==> src/rbmr_pkg.sv <==
package rbmr_pkg;

    localparam int MAX_MSG_LEN = 64;
    localparam int ADDR_W      = $clog2(MAX_MSG_LEN);
    localparam int CNT_W       = $clog2(MAX_MSG_LEN + 1);
    localparam int CMP_W       = (CNT_W > 7) ? CNT_W : 7;

    localparam logic [7:0] CHECK_GOOD  = 8'hFF;
    localparam logic [1:0] LEN_VAR_SEL = 2'b11;

    typedef enum logic [2:0] {
        ST_RECV = 3'b001,
        ST_READ = 3'b010,
        ST_LOAD = 3'b100
    } state_t;

    typedef struct packed {
        logic accept;
        logic rd;
        logic load;
    } cmd_t;

    typedef struct packed {
        logic msg_ok;
        logic out_free;
        logic last_beat;
    } status_t;

endpackage

==> src/rbmr_ctrl.sv <==
module rbmr_ctrl (
    input  logic             clk,
    input  logic             rst_n,
    input  logic             s_tvalid,
    output logic             s_tready,
    input  rbmr_pkg::status_t status,
    output rbmr_pkg::cmd_t    cmd
);
    import rbmr_pkg::*;

    state_t state_reg;
    state_t state_next;

    always_ff @(posedge clk or negedge rst_n)
    begin
        if (!rst_n)
        begin
            state_reg <= ST_RECV;
        end
        else
        begin
            state_reg <= state_next;
        end
    end

    always_comb
    begin
        state_next = state_reg;
        s_tready   = 1'b0;
        cmd        = '0;
        case (state_reg)
            ST_RECV:
            begin
                s_tready   = 1'b1;
                cmd.accept = s_tvalid;
                if (s_tvalid && status.msg_ok)
                begin
                    state_next = ST_READ;
                end
            end
            ST_READ:
            begin
                cmd.rd     = 1'b1;
                state_next = ST_LOAD;
            end
            ST_LOAD:
            begin
                if (status.out_free)
                begin
                    cmd.load   = 1'b1;
                    state_next = status.last_beat ? ST_RECV : ST_READ;
                end
            end
            default:
            begin
                state_next = ST_RECV;
            end
        endcase
    end

endmodule

==> src/rbmr_dp.sv <==
module rbmr_dp (
    input  logic              clk,
    input  logic              rst_n,
    input  logic [7:0]        s_tdata,
    input  rbmr_pkg::cmd_t    cmd,
    output rbmr_pkg::status_t status,
    output logic              m_tvalid,
    input  logic              m_tready,
    output logic [7:0]        m_tdata,
    output logic              m_tlast
);
    import rbmr_pkg::*;

    logic [7:0]        mem [MAX_MSG_LEN];
    logic [7:0]        rd_data_reg;

    logic [CNT_W-1:0]  count_reg, count_next;
    logic [7:0]        xor_reg, xor_next;
    logic              coll_reg, coll_next;
    logic [7:0]        op_reg, op_next;
    logic [6:0]        b1_reg, b1_next;
    logic [CNT_W-1:0]  emit_len_reg, emit_len_next;
    logic [ADDR_W-1:0] idx_reg, idx_next;
    logic              m_tvalid_reg, m_tvalid_next;
    logic [7:0]        m_tdata_reg;
    logic              m_tlast_reg;

    logic              wr_en;
    logic [ADDR_W-1:0] wr_addr;
    logic [CNT_W-1:0]  cnt_inc;
    logic [7:0]        xor_inc;
    logic [CMP_W-1:0]  len_cur;
    logic [6:0]        byte1;
    logic              msg_ok;

    always_comb
    begin
        count_next    = count_reg;
        xor_next      = xor_reg;
        coll_next     = coll_reg;
        op_next       = op_reg;
        b1_next       = b1_reg;
        emit_len_next = emit_len_reg;
        wr_en         = 1'b0;
        wr_addr       = count_reg[ADDR_W-1:0];
        msg_ok        = 1'b0;
        cnt_inc       = count_reg + CNT_W'(1);
        xor_inc       = xor_reg ^ s_tdata;
        byte1         = (count_reg == CNT_W'(1)) ? s_tdata[6:0] : b1_reg;
        if (op_reg[6:5] == LEN_VAR_SEL)
        begin
            len_cur = CMP_W'(byte1);
        end
        else
        begin
            len_cur = CMP_W'({op_reg[6:5], 1'b0}) + CMP_W'(2);
        end

        if (cmd.accept)
        begin
            if (s_tdata[7])
            begin
                wr_en      = 1'b1;
                wr_addr    = '0;
                count_next = CNT_W'(1);
                xor_next   = s_tdata;
                coll_next  = 1'b1;
                op_next    = s_tdata;
            end
            else if (coll_reg)
            begin
                count_next = '0;
                xor_next   = '0;
                coll_next  = 1'b0;
                if (CMP_W'(count_reg) < CMP_W'(MAX_MSG_LEN))
                begin
                    wr_en = 1'b1;
                    if (count_reg == CNT_W'(1))
                    begin
                        b1_next = s_tdata[6:0];
                    end
                    if (len_cur <= CMP_W'(MAX_MSG_LEN) && len_cur >= CMP_W'(cnt_inc))
                    begin
                        if (len_cur == CMP_W'(cnt_inc))
                        begin
                            if (xor_inc == CHECK_GOOD)
                            begin
                                msg_ok        = 1'b1;
                                emit_len_next = cnt_inc;
                            end
                        end
                        else
                        begin
                            count_next = cnt_inc;
                            xor_next   = xor_inc;
                            coll_next  = 1'b1;
                        end
                    end
                end
            end
        end
    end

    // emit side
    assign status.msg_ok    = msg_ok;
    assign status.out_free  = !m_tvalid_reg || m_tready;
    assign status.last_beat = (CNT_W'(idx_reg) + CNT_W'(1)) == emit_len_reg;

    always_comb
    begin
        idx_next      = idx_reg;
        m_tvalid_next = m_tvalid_reg;
        if (msg_ok)
        begin
            idx_next = '0;
        end
        else if (cmd.load)
        begin
            idx_next = idx_reg + ADDR_W'(1);
        end
        if (cmd.load)
        begin
            m_tvalid_next = 1'b1;
        end
        else if (m_tready)
        begin
            m_tvalid_next = 1'b0;
        end
    end

    always_ff @(posedge clk or negedge rst_n)
    begin
        if (!rst_n)
        begin
            count_reg    <= '0;
            xor_reg      <= '0;
            coll_reg     <= 1'b0;
            idx_reg      <= '0;
            m_tvalid_reg <= 1'b0;
        end
        else
        begin
            count_reg    <= count_next;
            xor_reg      <= xor_next;
            coll_reg     <= coll_next;
            idx_reg      <= idx_next;
            m_tvalid_reg <= m_tvalid_next;
        end
    end

    always_ff @(posedge clk)
    begin
        op_reg       <= op_next;
        b1_reg       <= b1_next;
        emit_len_reg <= emit_len_next;
        if (cmd.load)
        begin
            m_tdata_reg <= rd_data_reg;
            m_tlast_reg <= status.last_beat;
        end
    end

    always_ff @(posedge clk)
    begin
        if (wr_en)
        begin
            mem[wr_addr] <= s_tdata;
        end
    end

    always_ff @(posedge clk)
    begin
        if (cmd.rd)
        begin
            rd_data_reg <= mem[idx_reg];
        end
    end

    assign m_tvalid = m_tvalid_reg;
    assign m_tdata  = m_tdata_reg;
    assign m_tlast  = m_tlast_reg;

`ifndef SYNTHESIS
    a_count_bound: assert property (@(posedge clk) disable iff (!rst_n)
        CMP_W'(count_reg) <= CMP_W'(MAX_MSG_LEN))
        else $error("byte count beyond buffer");

    a_load_free: assert property (@(posedge clk) disable iff (!rst_n)
        cmd.load |-> (!m_tvalid_reg || m_tready))
        else $error("output overwritten");

    a_ok_closes: assert property (@(posedge clk) disable iff (!rst_n)
        msg_ok |=> (count_reg == '0 && !coll_reg && idx_reg == '0))
        else $error("message not closed after check");
`endif

endmodule

==> src/rail_bus_message_receiver.sv <==
// Bus byte receiver: one byte per beat in, checked messages out one byte per beat with tlast
// on the final byte. While no message is being sent, a byte is taken every cycle. When a
// byte completes a message whose XOR is 0xFF, input is held off while the message is read
// back from the 64-byte buffer, each byte by a buffer read and then an output register
// load, which waits while the output side stalls. The last byte may still wait in the
// output register when input opens.
module rail_bus_message_receiver (
    input  logic       clk,
    input  logic       rst_n,
    input  logic       s_tvalid,
    output logic       s_tready,
    input  logic [7:0] s_tdata,   // [7:0] rx_byte
    output logic       m_tvalid,
    input  logic       m_tready,
    output logic [7:0] m_tdata,   // [7:0] msg_byte
    output logic       m_tlast
);
    import rbmr_pkg::*;

    cmd_t    cmd;
    status_t status;

    rbmr_ctrl u_ctrl (
        .clk      (clk),
        .rst_n    (rst_n),
        .s_tvalid (s_tvalid),
        .s_tready (s_tready),
        .status   (status),
        .cmd      (cmd)
    );

    rbmr_dp u_dp (
        .clk      (clk),
        .rst_n    (rst_n),
        .s_tdata  (s_tdata),
        .cmd      (cmd),
        .status   (status),
        .m_tvalid (m_tvalid),
        .m_tready (m_tready),
        .m_tdata  (m_tdata),
        .m_tlast  (m_tlast)
    );

endmodule
==> config.mk <==
export PLATFORM = sky130hd
export DESIGN_NAME = rail_bus_message_receiver
export DESIGN_NICKNAME = d
export VERILOG_FILES = /design/src/rbmr_pkg.sv /design/src/rbmr_ctrl.sv /design/src/rbmr_dp.sv /design/src/rail_bus_message_receiver.sv
export SDC_FILE = /design/constraint.sdc
export NUM_CORES = 1
export LEC_CHECK = 0
export ABC_AREA = 1
export BUFFER_PORTS_ARGS = -buffer_cell sky130_fd_sc_hd__buf_2
export CORE_ASPECT_RATIO = 1.2
export CORE_UTILIZATION = 40
export DETAILED_ROUTE_END_ITERATION = 8
export PLACE_DENSITY = 0.59
export SLEW_MARGIN = 20
export SYNTH_ARGS = -nofsm -noshare
export SYNTH_HDL_FRONTEND = slang
export SYNTH_SLANG_ARGS = --single-unit
==> constraint.sdc <==
create_clock -name clk -period 9 [get_ports clk]
set_input_delay 1.8 -clock clk [delete_from_list [all_inputs] [get_ports clk]]
set_output_delay 1.8 -clock clk [all_outputs]
set_load 0.02 [all_outputs]
After elaboration in Yosys (flattened, before gate mapping)

Memory sizes are Yosys's and may differ from the RTL's. A register that Yosys moved wholly into a read port is not among the register bits.
Index checks and enable logic that the tools add are counted.

Bits in writable memories: 512
Flip-flop bits (word level): 56
Word-level logic and storage cells: 88
Memories: 1

$lt $le $gt $ge: 3
Reduce and logical (&&, ||, !) cells: 12
Multiplexer cells: 45
Bitwise logic cells: 2
Eq/ne operators: 10
Add/subtract/negate cells: 4

Memory list:

| name     | words | bits a word | rd ports | clocked after Yosys merged registers in | write ports | RTL line      | RTL |
|---|---|---|---|---|---|---|---|
| u_dp.mem | 64    | 8           | 1        | 1                                       | 1           | rbmr_dp.sv:14 | `logic [7:0] mem [MAX_MSG_LEN];` |

Operator list:

| cell                                                                   | number |
|---|---|
| 7-bit two-way mux                                                      | 7 |
| 8-bit two-way mux                                                      | 5 |
| 1-bit two-way mux                                                      | 25 |
| 6-bit two-way mux                                                      | 4 |
| 7-bit equality test                                                    | 2 |
| 3-bit one-hot mux with 3 select lines                                  | 1 |
| 8-bit equality test (second input constant)                            | 1 |
| 8-bit bitwise XOR                                                      | 1 |
| 6-bit by 1-bit adder with 7-bit output (second input constant)         | 1 |
| 7-bit by 1-bit adder with 7-bit output (second input constant)         | 1 |
| 7-bit by 1-bit equality test with 1-bit output (second input constant) | 1 |
| 7-bit >= comparator                                                    | 1 |
| 7-bit less-or-equal comparator (second input constant)                 | 1 |
| 7-bit less-than comparator (second input constant)                     | 1 |
| 7-bit AND reduction                                                    | 1 |
| 6-bit by 1-bit adder with 6-bit output (second input constant)         | 1 |
| 3-bit two-way mux                                                      | 2 |
| 2-bit AND reduction                                                    | 3 |
| 2-bit nonzero test                                                     | 3 |
| 3-bit by 2-bit adder with 4-bit output (second input constant)         | 1 |
| 4-bit AND reduction                                                    | 1 |
| 3-bit by 1-bit equality test with 1-bit output (second input constant) | 1 |
| 3-bit by 2-bit equality test with 1-bit output (second input constant) | 1 |
| 3-bit equality test (second input constant)                            | 1 |
| other kinds (8)                                                        | 9 |

Logic depth before layout (Yosys ltp)

Gate-level depths: netlist of the first run.

Depth after elaboration: 13
Gate-level depth with buffers: 21

Modules after synthesis

A second synthesis of the first run with hierarchy kept.

Cells, all modules: 1953
Area total of the unflattened synthesis: 23627.7 µm²

Modules (own cells, without submodules):

| module    | area each (µm²) | cells each | sequential area each (µm²) | instances |
|---|---|---|---|---|
| rbmr_dp   | 23442.5         | 1924       | 16941.2                    | 1 |
| rbmr_ctrl | 185.2           | 29         | 76.3                       | 1 |

Worst setup path after synthesis of the first run

No wires, ideal clock.

Path kind: input to register
Start: input s_tvalid
End: memory u_dp.mem[38][0], enable pin
Path slack: 5.278 ns
Cell stages on the path: 8
Data arrival time: 3.327 ns
Buffers on the path: 0
Data required time: 8.605 ns
Setup time: 0.395 ns
Cells stage by stage: nand2_2 > nor2_2 > inv_1 > nor2_2 > inv_1 > nand2_2 > nand3_2 > nor4_1

Cells in the longest elaborated chain, start to end: 4
Elaborated cells on any way between the ends: 5

RTL lines:

| element                                 | RTL line                        | RTL |
|---|---|---|
| from (decl)                             | rail_bus_message_receiver.sv:10 | `input logic s_tvalid,` |
| 1-bit two-way mux (*)                   | rbmr_ctrl.sv:31                 | `case (state_reg)` |
| 1-bit two-way mux                       | rbmr_dp.sv:59                   | `if (cmd.accept)` |
| 1-bit two-way mux                       | rbmr_dp.sv:165                  | `if (wr_en)` |
| 1-bit two-way mux (implied by the code) | rbmr_dp.sv:167                  | `mem[wr_addr] <= s_tdata;` |
| to (decl)                               | rbmr_dp.sv:14                   |  |

Every way passes the cells marked *; elsewhere a longest branch is shown, timed or not.

Worst setup path in the final report of the first run

Start: input s_tdata[7]
End: memory u_dp.mem[27][5], enable pin

Cells in the longest elaborated chain, start to end: 4
Elaborated cells on any way between the ends: 6

RTL lines:

| element                                 | RTL line                        | RTL |
|---|---|---|
| from (decl)                             | rail_bus_message_receiver.sv:12 | `input logic [7:0] s_tdata,` |
| 1-bit two-way mux                       | rbmr_dp.sv:61                   | `if (s_tdata[7])` |
| 1-bit two-way mux                       | rbmr_dp.sv:59                   |  |
| 1-bit two-way mux                       | rbmr_dp.sv:165                  |  |
| 1-bit two-way mux (implied by the code) | rbmr_dp.sv:167                  |  |

Parallel ways exist; a longest one is shown, timed or not.

==> results of run 1 <==
[cell usage in the layout, fill, tap and decap left out, types with 11 or more instances in the layout]
cell,synthesis,routed
a21oi_1,93,93
buf_2,35,22
buf_4,1,21
clkbuf_16,0,56
clkinv_1,1,14
clkinv_2,0,13
dfrtp_1,25,23
edfxtp_1,545,545
ha_1,11,11
inv_1,73,70
mux2i_1,64,64
nand2_1,338,337
nand3_1,39,39
nand4_1,11,11
nor2_1,212,211
o211ai_1,41,41
o21ai_0,174,174
o22ai_1,65,65
xor2_1,12,12
[layout make-up]
type / count / area [um2]
Clock buffer: 64 / 1430
Timing Repair Buffer: 43 / 268
Tap cell: 792 / 991
Sequential cell: 571 / 17000
Multi-Input combinational cell: 1131 / 5860
Fill cell: 5292 / 32300
Inverter: 74 / 284
Clock inverter: 32 / 239
[stage by stage]
| step | hold WS (ps) | util (%) | cell area, um2 | total power (uW) |
|---|---|---|---|---|
| finish | 422 | 44.7 | 26100 | 7690 |
| global placement | 403 | 41.8 | 24400 | 5560 |
| CTS | 423 | 44.7 | 26100 | 7740 |
| floorplan | 400 | - | 23600 | 4740 |
| global route | 435 | 44.7 | 26100 | 8060 |
| detailed placement | 408 | 41.8 | 24400 | 5580 |
[cells in the mapped netlist, drive strengths merged (8+ instances only)]
library cell  instances
edfxtp              545
nand2               342
nor2                219
o21ai               176
a21oi                93
inv                  73
o22ai                71
mux2i                64
clkbuf               56
buf                  48
nand3                42
o211ai               41
dfrtp                25
nand4                12
xor2                 12
ha                   11
nor3                 10
o31ai                 8
[how the worst max path moves through the flow]
stage / cells after the start / startpoint / end
after floorplan: 8 / s_tvalid / u_dp.mem[38][0]
after global placement: 7 / s_tdata[7] / u_dp.mem[19][3]
after detailed placement: 7 / s_tdata[7] / u_dp.mem[19][4]
after CTS: 7 / s_tdata[7] / u_dp.mem[19][5]
after global routing: 7 / s_tdata[7] / u_dp.mem[27][2]
final: 7 / s_tdata[7] / u_dp.mem[27][5]
[layer usage]
| metal | up-vias | part of all wire, % | global-route usage (%) | routed length (um) |
|---|---|---|---|---|
| li1 | 6775 | - | - | - |
| met2 | 451 | 51 | 35.7 | 30500 |
| met1 | 7152 | 41 | 25.7 | 24700 |
| met5 | - | 0 | 0 | 0 |
| met4 | 0 | 3.6 | 8.39 | 2170 |
| met3 | 104 | 4.5 | 2.00 | 2720 |
[critical path: cells and delay by family]
kind	cells	cell delay, ps
AND/OR/NAND/NOR	4	2340
buffers and inverters	3	800
[power by group through the flow]
stage | Clock, uW | Combinational (uW) | Sequential, uW
after floorplan | 0 | 1630 | 3110
after global placement | 0 | 2380 | 3180
after detailed placement | 0 | 2400 | 3180
after CTS | 2210 | 2400 | 3120
after global routing | 2300 | 2630 | 3130
final | 2170 | 2390 | 3120
[cells by family (layout without fill, tap and decap cells)]
group	after synthesis	after routing	synth area share, %
flip-flops	571	571	72.1
multiplexers	64	64	2.72
adder cells (fa/ha/maj)	11	11	0.583
AND/OR/NAND/NOR	635	635	11.0
AO/OA/AOI/OAI	402	402	9.80
XOR/XNOR	19	19	0.705
buffers and inverters	178	213	3.10
==> flow_summary_export.csv, run 1 <==
group,metric,value,unit
outcome,status,"finished, final reports clean",
placement,gp_congestion,0.889,
grt,grt_pass1_vias,14400,
power_and_ir_drop,p_comb_share,31.1,%
timing,max_freq,211,MHz
power_and_ir_drop,intPower,4920,uW
drt,ant_nets,0,
yosys,ys_seq_elements,571,
clock_tree,cts-resized-gates,0,
placement,dpl.hpwl,36.7,mm
die,start_util,40.4,%
drt,wl_per_cell,22.2,um
clock_tree,numCtsBuffers,55,
layout,fin_nets,1899,
setup_path,end_kind,"register",
yosys,avgSynthCellArea,12.5,um2
placement,dp.cells,2611,
setup_path,cp_cell_sequence,"buf_2 -> inv_1 -> nor2_1 -> inv_1 -> nand2_2 -> nand3_1 -> nor2_1",
yosys,synthDistinctLibCells,45,
die,die_w,224,um
power_and_ir_drop,p_sw,2770,uW
timing,fin_setup_tns,0,ps
drt,drt_iter0_markers,1277,
drt,dr.pass1.iters,5,
clock_tree,clock_path_buffers,3,
timing,final-hold-violation-count,0,
grt,grt_usage,20.3,%
layout,syn_to_final_growth,10.6,%
clock_tree,root_buffer,"clkbuf_16",
timing,period_needed,4730,ps
yosys,synth_edf_count,545,
power_and_ir_drop,peakVddDrop,0.000186,V
power_and_ir_drop,power_leakage,0.00917,uW
power_and_ir_drop,p_per_area,295,nW/um2
yosys,async_flop_share,4.55,%
yosys,post-synth-top-area-fraction,69.4,%
yosys,yosysWarnings,0,
clock_tree,clkSinkCount,571,
yosys,synthFlopType,"edfxtp_1",
job,maxCapViolations,0,
timing,relSlewSlack,27.9,%
setup_path,r2r_end,"u_dp.mem[27][5]",
drt,wirelength,60.1,mm
power_and_ir_drop,clkPwrFrac,28.3,%
worst_hold_path,min_to,"u_dp.m_tdata[2]",
timing,rsz0062_at_grt,"no",
setup_path,worstPathMaxFanout,15,
timing,fin_ws,4270,ps
yosys,syn-num-nets,1903,
timing,setup_viol,0,
die,pin_count,23,
clock_tree,htree_levels,2,
yosys,ys_top_cells_by_area,"edfxtp_1, nand2_1, o21ai_0",
yosys,synth_area,23600,um2
layout,diodes,0,
layout,largest_reg_flops,512,
worst_hold_path,hold_start,"u_dp.rd_data_reg[2]",
die,core-area,58400,um2
timing,drv_slew,0,
placement,place_ws,3680,ps
clock_tree,cts_hold_buf,0,
clock_tree,postCtsSetupBuffers,0,
yosys,synth_largest_area_cell,"edfxtp_1",
setup_path,crit_path_max_incr_delay,840,ps
grt,grt_pass1_wl,89.7,mm
clock_tree,clk_pin_slew,60,ps
setup_path,start_kind,"input pin",
clock_tree,cts_tree,"done",
grt,antenna_found_initial,0,
placement,io_buffers,22,
setup_path,path_class,"input pin to register",
yosys,syn-instance-count,1880,
drt,drc,0,
timing,clock_skew,21.5,ps
power_and_ir_drop,pwr-share-seq,40.6,%
yosys,ys_seq_area_share,72.1,%
power_and_ir_drop,p_sw_share,36.0,%
setup_path,worstPathArrival,4970,ps
layout,instances_no_fill,2707,
die,die_y,268,um
grt,grt_max_degree,124,
worst_hold_path,hold_class,"register to register",
timing,tightestPinTransition,1080,ps
clock_tree,clk_latency,610,ps
drt,viasPerCell,5.35,
die,dieArea,60000,um2
timing,period_share,52.6,%
layout,drive_above_1_share,8.20,%
setup_path,critical-path-slowest-cell,"nor2_1",
setup_path,cp.required,9230,ps
grt,overflow,0,
layout,regMostFlops,"u_dp.mem",
setup_path,reg2reg_depth,8,
setup_path,r2r_setup_slack,4760,ps
worst_hold_path,whs_path_depth,0,
setup_path,rr_startpoint,"u_ctrl.state_reg[0]",
die,fp-row-count,97,
drt,vias,14500,
Note: power is estimated with default switching activity, not from simulation.
==> run 2: changes to the inputs <==
ABC_AREA = 0   (was 1)
clock period = 4.4 ns   (was 9 ns; I/O delays follow)
==> run 2 against run 1 <==
Net effect:
- clock-buffer cell count down 8
- non-clock buffer count up 67
- area after synthesis down 2.8%
- worst hold slack worse by 130 ps
- wire length down 9.9%
- sequential cell count unchanged
- die area down 2.8%
- critical endpoint is now u_dp.coll_reg
- largest cell class unchanged
- largest power group unchanged
- highest routed layer unchanged
==> flow_summary_export.csv, run 2 <==
group,metric,value,unit
layout,syn_to_final_growth,14.3,%
layout,fin_nets,1398,
drt,vias,12100,
timing,final-hold-violation-count,0,
yosys,async_flop_share,4.55,%
clock_tree,clk_pin_slew,60,ps
yosys,ys_seq_area_share,74.2,%
timing,drv_slew,0,
clock_tree,numCtsBuffers,53,
clock_tree,cts-resized-gates,0,
grt,use_met3,2.86,%
timing,clock_skew,26.1,ps
setup_path,path_class,"register to register",
yosys,ys_top_cells_by_area,"edfxtp_1, mux4_2, mux2i_1",
timing,fin_setup_tns,0,ps
die,die_w,221,um
drt,drc,0,
yosys,synth_edf_count,545,
grt,use_met2,31.9,%
yosys,synth_common_cells,"edfxtp_1, mux4_2, nor2_1",
die,fp-row-count,95,
layout,final_cell_mix,"edfxtp_1, mux4_2, nor2_1, buf_4, mux2i_1",
grt,grt_pass1_wl,80.6,mm
power_and_ir_drop,p_per_area,446,nW/um2
yosys,syn-instance-count,1277,
yosys,synth_largest_area_cell,"edfxtp_1",
layout,drive_above_1_share,22.0,%
timing,tightestPinTransition,859,ps
clock_tree,clock_path_buffers,3,
grt,antenna_found_initial,2,
clock_tree,clkSinkCount,571,
yosys,avgSynthCellArea,18.0,um2
grt,grt_pass1_vias,12300,
setup_path,worstPathArrival,4390,ps
timing,period_share,88.9,%
yosys,yosysWarnings,0,
grt,grtUsageMet1,25.2,%
layout,largest_reg_flops,512,
yosys,synth_area,22900,um2
layout,fillCellCount,4844,
grt,grt_max_degree,70,
drt,viasPerCell,5.65,
timing,max_freq,256,MHz
die,dieArea,58300,um2
clock_tree,htree_levels,2,
layout,regArea,17000,um2
layout,multi_input_area,5560,um2
outcome,status,"finished, final reports clean",
clock_tree,postCtsSetupBuffers,0,
placement,gp_congestion,0.834,
die,die_y,264,um
yosys,post-synth-top-area-fraction,71.4,%
placement,dpl.hpwl,34.4,mm
power_and_ir_drop,power_leakage,0.00891,uW
clock_tree,cts_tree,"done",
setup_path,reg2reg_depth,11,
grt,grt.busiest_layer,"met2",
timing,relSlewSlack,42.7,%
drt,wl_per_cell,25.3,um
job,maxCapViolations,0,
timing,rsz0062_at_grt,"no",
setup_path,r2r_setup_slack,490,ps
layout,mostFrequentLayoutCell,"edfxtp_1",
die,pin_count,23,
layout,regMostFlops,"u_dp.mem",
clock_tree,root_buffer,"clkbuf_16",
timing,period_needed,3910,ps
timing,setup_viol,0,
yosys,synthDistinctLibCells,54,
yosys,yosysMostFrequentCell,"edfxtp_1",
worst_hold_path,hold_class,"input pin to async pin",
grt,grt_usage,19.1,%
power_and_ir_drop,totalPowerFinal,11700,uW
power_and_ir_drop,peakVddDrop,0.000327,V
drt,drt_iter0_markers,894,
grt,overflow,0,
setup_path,rr_startpoint,"u_dp.count_reg[3]",
placement,io_buffers,22,
yosys,syn-num-nets,1300,
setup_path,start_kind,"register",
setup_path,r2r_end,"u_dp.coll_reg",
clock_tree,cts_hold_buf,0,
die,core-area,56300,um2
drt,wirelength,54.2,mm
clock_tree,clk_latency,620,ps
setup_path,end_kind,"register",
setup_path,cp.required,4880,ps
drt,ant_nets,0,
die,start_util,40.7,%
yosys,synthFlopType,"edfxtp_1",
setup_path,worstPathMaxFanout,10,
drt,dr.pass1.iters,5,
yosys,ys_seq_elements,571,
==> run 2: cell types whose count changed after synthesis, sizes merged, moves of 22 or more <==
cell / delta
a21oi: -54
a22oi: +27
buf: -22
inv: -58
mux4: +96
nand2: -300
nor2: -132
nor3: +44
o211ai: -41
o21ai: -159
o221ai: +33
o22ai: -69
==> run 2: kinds of logic (layout without fill, tap and decap cells) <==
family / count (synthesis) / in the layout / share of synthesized area [%]
other: 0 / 2 / 0
XOR/XNOR: 16 / 16 / 0.611
AO/OA/AOI/OAI: 142 / 142 / 4.26
multiplexers: 168 / 168 / 12.7
adder cells (fa/ha/maj): 11 / 11 / 0.600
flip-flops: 571 / 571 / 74.2
AND/OR/NAND/NOR: 286 / 286 / 6.13
buffers and inverters: 83 / 222 / 1.51
==> run 2: final cells by class <==
type,count,share of cell area (%)
well taps,727,3.47
flip-flops and latches,571,65.0
clock inverters,40,2.01
inverters,16,0.229
repair buffers,110,2.99
clock buffers,56,5.10
diodes,2,0.0191
multi-input cells,623,21.2
==> run 2: through the flow <==
| step | setup WS [ps] | utilization (%) | hold slack (ps) | instance area (um2) | cells |
|---|---|---|---|---|---|
| after floorplan | 689 | - | 400 | 22900 | 1277 |
| after global placement | 610 | 43.2 | 404 | 24300 | 2047 |
| after detailed placement | 505 | 43.2 | 405 | 24300 | 2047 |
| after CTS | 488 | 46.5 | 288 | 26200 | 2143 |
| after global routing | 226 | 46.5 | 313 | 26200 | 2143 |
| final | 488 | 46.5 | 291 | 26200 | 2145 |
==> run 2: worst max path at each step <==
stage,from,to,slack (ps)
after floorplan,u_dp.count_reg[3],u_dp.emit_len_reg[0],690
after global placement,u_dp.count_reg[3],u_dp.coll_reg,610
after detailed placement,u_dp.count_reg[3],u_dp.coll_reg,500
after CTS,u_dp.count_reg[3],u_dp.count_reg[5],490
after global routing,u_dp.count_reg[3],u_dp.coll_reg,230
final,u_dp.count_reg[3],u_dp.coll_reg,490
==> run 2: power breakdown <==
part	total [uW]	leakage (uW)	switching, uW	internal (uW)
registers	6120	0.00523	72.8	6050
clock network	4910	0.000918	2000	2910
logic	650	0.00277	425	225
==> run 2: metal layers <==
layer	wire length, um	part of all wire (%)
met4	1730	3.2
met3	2790	5.1
met5	0	0
met2	27700	51
met1	22000	41
==> run 2: worst max-delay path, stage by stage (launching register included) <==
cell and delay, ps:
dfrtp_1 480, or3_4 450, or4b_1 720, mux2_2 370, and2_1 160, ha_1 280, and3_1 220, a221o_1 350
a31oi_1 310, nor2_1 170, a21boi_0 190, o21ai_1 80
==> run 3: changes to the inputs <==
BUFFER_PORTS_ARGS = unset   (was -buffer_cell sky130_fd_sc_hd__buf_2)
DONT_BUFFER_PORTS = 1   (was unset)
PLACE_DENSITY = 0.58   (was 0.59)
==> run 3 against run 2 <==
Net effect:
- the run now ends with DRC left
- setup slack improved by 16 ps
- clock skew rose by 4.3 ps
- highest routed layer unchanged
- die area unchanged
- first-iteration DRC count grew 16%
- worst hold slack worse by 210 ps
- clock-buffer cell count grew 6
- non-clock buffer count fell by 26
- critical path depth unchanged
- via count down 1.3%
- sequential cell count did not move
- register-to-register slack gained 20 ps
- design area is 0.73% lower
==> flow_summary_export.csv, run 3 (synthesis gave the netlist of run 2 again) <==
group,metric,value,unit
timing,max_freq,257,MHz
power_and_ir_drop,peakVddDrop,0.000317,V
timing,period_share,88.5,%
die,dieArea,58300,um2
worst_hold_path,hold_class,"input pin to async pin",
drt,ant_nets,0,
clock_tree,clkSinkCount,571,
die,pin_count,23,
placement,place_ws,550,ps
placement,gp_congestion,0.783,
grt,overflow,0,
layout,fin_nets,1372,
setup_path,critical-path-slowest-cell,"or4b_1",
setup_path,path_class,"register to register",
layout,regMostFlops,"u_dp.mem",
grt,grt_pass1_vias,12200,
placement,post_dp_cell_area,24200,um2
grt,grt_max_degree,100,
timing,relSlewSlack,37.0,%
die,die_y,264,um
clock_tree,cts_tree,"done",
drt,drt_iter0_markers,1039,
timing,fin_ws,505,ps
timing,rsz0062_at_grt,"no",
timing,setup_viol,0,
layout,mostFrequentLayoutCell,"edfxtp_1",
power_and_ir_drop,p_per_area,438,nW/um2
clock_tree,postCtsSetupBuffers,0,
drt,drc,1,
grt,grt_usage,18.8,%
clock_tree,cts-resized-gates,0,
die,die_w,221,um
timing,tightestPinTransition,942,ps
setup_path,crit_path_max_incr_delay,720,ps
setup_path,path_buf_inv,0,
die,fp-row-count,95,
setup_path,critPathTopFamily,"simple AND/OR/NAND/NOR gates",
timing,drv_slew,0,
layout,diodes,0,
clock_tree,root_buffer,"clkbuf_16",
layout,final_cell_mix,"edfxtp_1, mux4_2, nor2_1, buf_4, mux2i_1",
job,maxCapViolations,0,
setup_path,cp_cell_sequence,"or3_4 -> or4b_1 -> mux2_2 -> and2_1 -> ha_1 -> and3_1 -> a221o_1 -> a31oi_1 -> nor2_1 -> a21boi_0 -> o21ai_1",
drt,wl_per_cell,25.4,um
placement,dpl.hpwl,32.4,mm
layout,syn_to_final_growth,13.5,%
clock_tree,htree_levels,2,
layout,drive_above_1_share,20.2,%
die,start_util,40.7,%
grt,grt_pass1_wl,79.8,mm
timing,period_needed,3900,ps
setup_path,worstPathMaxFanout,10,
layout,design_area,26000,um2
setup_path,cp.required,4860,ps
clock_tree,clock_path_buffers,3,
clock_tree,clk_latency,610,ps
clock_tree,clk_pin_slew,60,ps
outcome,status,"finished with violations",
drt,vias,12000,
setup_path,worstPathArrival,4360,ps
setup_path,end_kind,"register",
outcome,violations,"DRC",
timing,fin_hold_ws,84.7,ps
timing,final-hold-violation-count,0,
timing,clock_skew,30.4,ps
timing,fin_setup_tns,0,ps
power_and_ir_drop,power_leakage,0.00876,uW
setup_path,start_kind,"register",
placement,io_buffers,0,
drt,wirelength,53.8,mm
setup_path,r2r_setup_slack,500,ps
die,core-area,56300,um2
drt,dr.pass1.iters,7,
drt,viasPerCell,5.65,
clock_tree,numCtsBuffers,53,
grt,antenna_found_initial,0,
layout,largest_reg_flops,512,
## run 3: cell count changes in the layout (fill, tap and decap cells not counted), moves of 2 or more
| cell | previous run | this run |
|---|---|---|
| buf_12 | 1 | 4 |
| bufinv_16 | 12 | 8 |
| clkinvlp_4 | 1 | 5 |
| diode_2 | 2 | 0 |
| clkinv_2 | 12 | 5 |
| buf_2 | 22 | 0 |
| clkbuf_1 | 3 | 8 |
| clkinv_4 | 1 | 3 |
| buf_4 | 87 | 80 |
## run 3: power by group
part | internal, uW | switching [uW] | leakage (uW)
clock | 2720 | 2010 | 0.000850
combinational | 223 | 348 | 0.00268
sequential | 6050 | 60.3 | 0.00523
total | 8990 | 2410 | 0.00876
## run 3: worst paths after layout
path	startpoint	to	cells after the start
max in group asynchronous	rst_n	u_dp.idx_reg[0]	1
min in group clk	s_tdata[7]	u_dp.mem[16][7]	0
hold / removal	rst_n	u_ctrl.state_reg[2]	1
setup / recovery	u_dp.count_reg[3]	u_dp.coll_reg	11
hold reg to reg	u_dp.rd_data_reg[2]	u_dp.m_tdata[2]	0
setup reg to reg	u_dp.count_reg[3]	u_dp.coll_reg	11
## run 3: cell type report
type                            instances  area, um2
Clock buffer                           62       1380
Clock inverter                         33        399
Fill cell                            4842      30300
Inverter                               16       60.1
Multi-Input combinational cell        623       5560
Sequential cell                       571      17000
Tap cell                              727        910
Timing Repair Buffer                   84        681
## run 3: worst register-to-register path, stage by stage, from the launching register on
cell,delay (ps)
dfrtp_1,470
or3_4,450
or4b_1,720
mux2_2,370
and2_1,160
ha_1,280
and3_1,220
a221o_1,350
a31oi_1,310
nor2_1,180
a21boi_0,190
o21ai_1,80
## run 3: layer usage
metal	routed length (um)	GRT usage [%]
met1	22000	24.5
met2	27500	32.0
met3	2570	2.90
met4	1770	6.39
met5	0	0
## run 3: what timing repair did
action,4_1_cts,5_1_grt
hold buffers,1,0
hold endpoints to repair,25,0
endpoints found under the setup margin,0,0
## run 3: metrics by stage
stage	instances	total power, uW	util (%)
2_1_floorplan	1277	6630	-
3_3_place_gp	2020	6770	43.0
3_5_place_dp	2020	6780	43.0
4_1_cts	2116	11500	46.2
5_1_grt	2116	11700	46.2
6_report	2116	11400	46.2
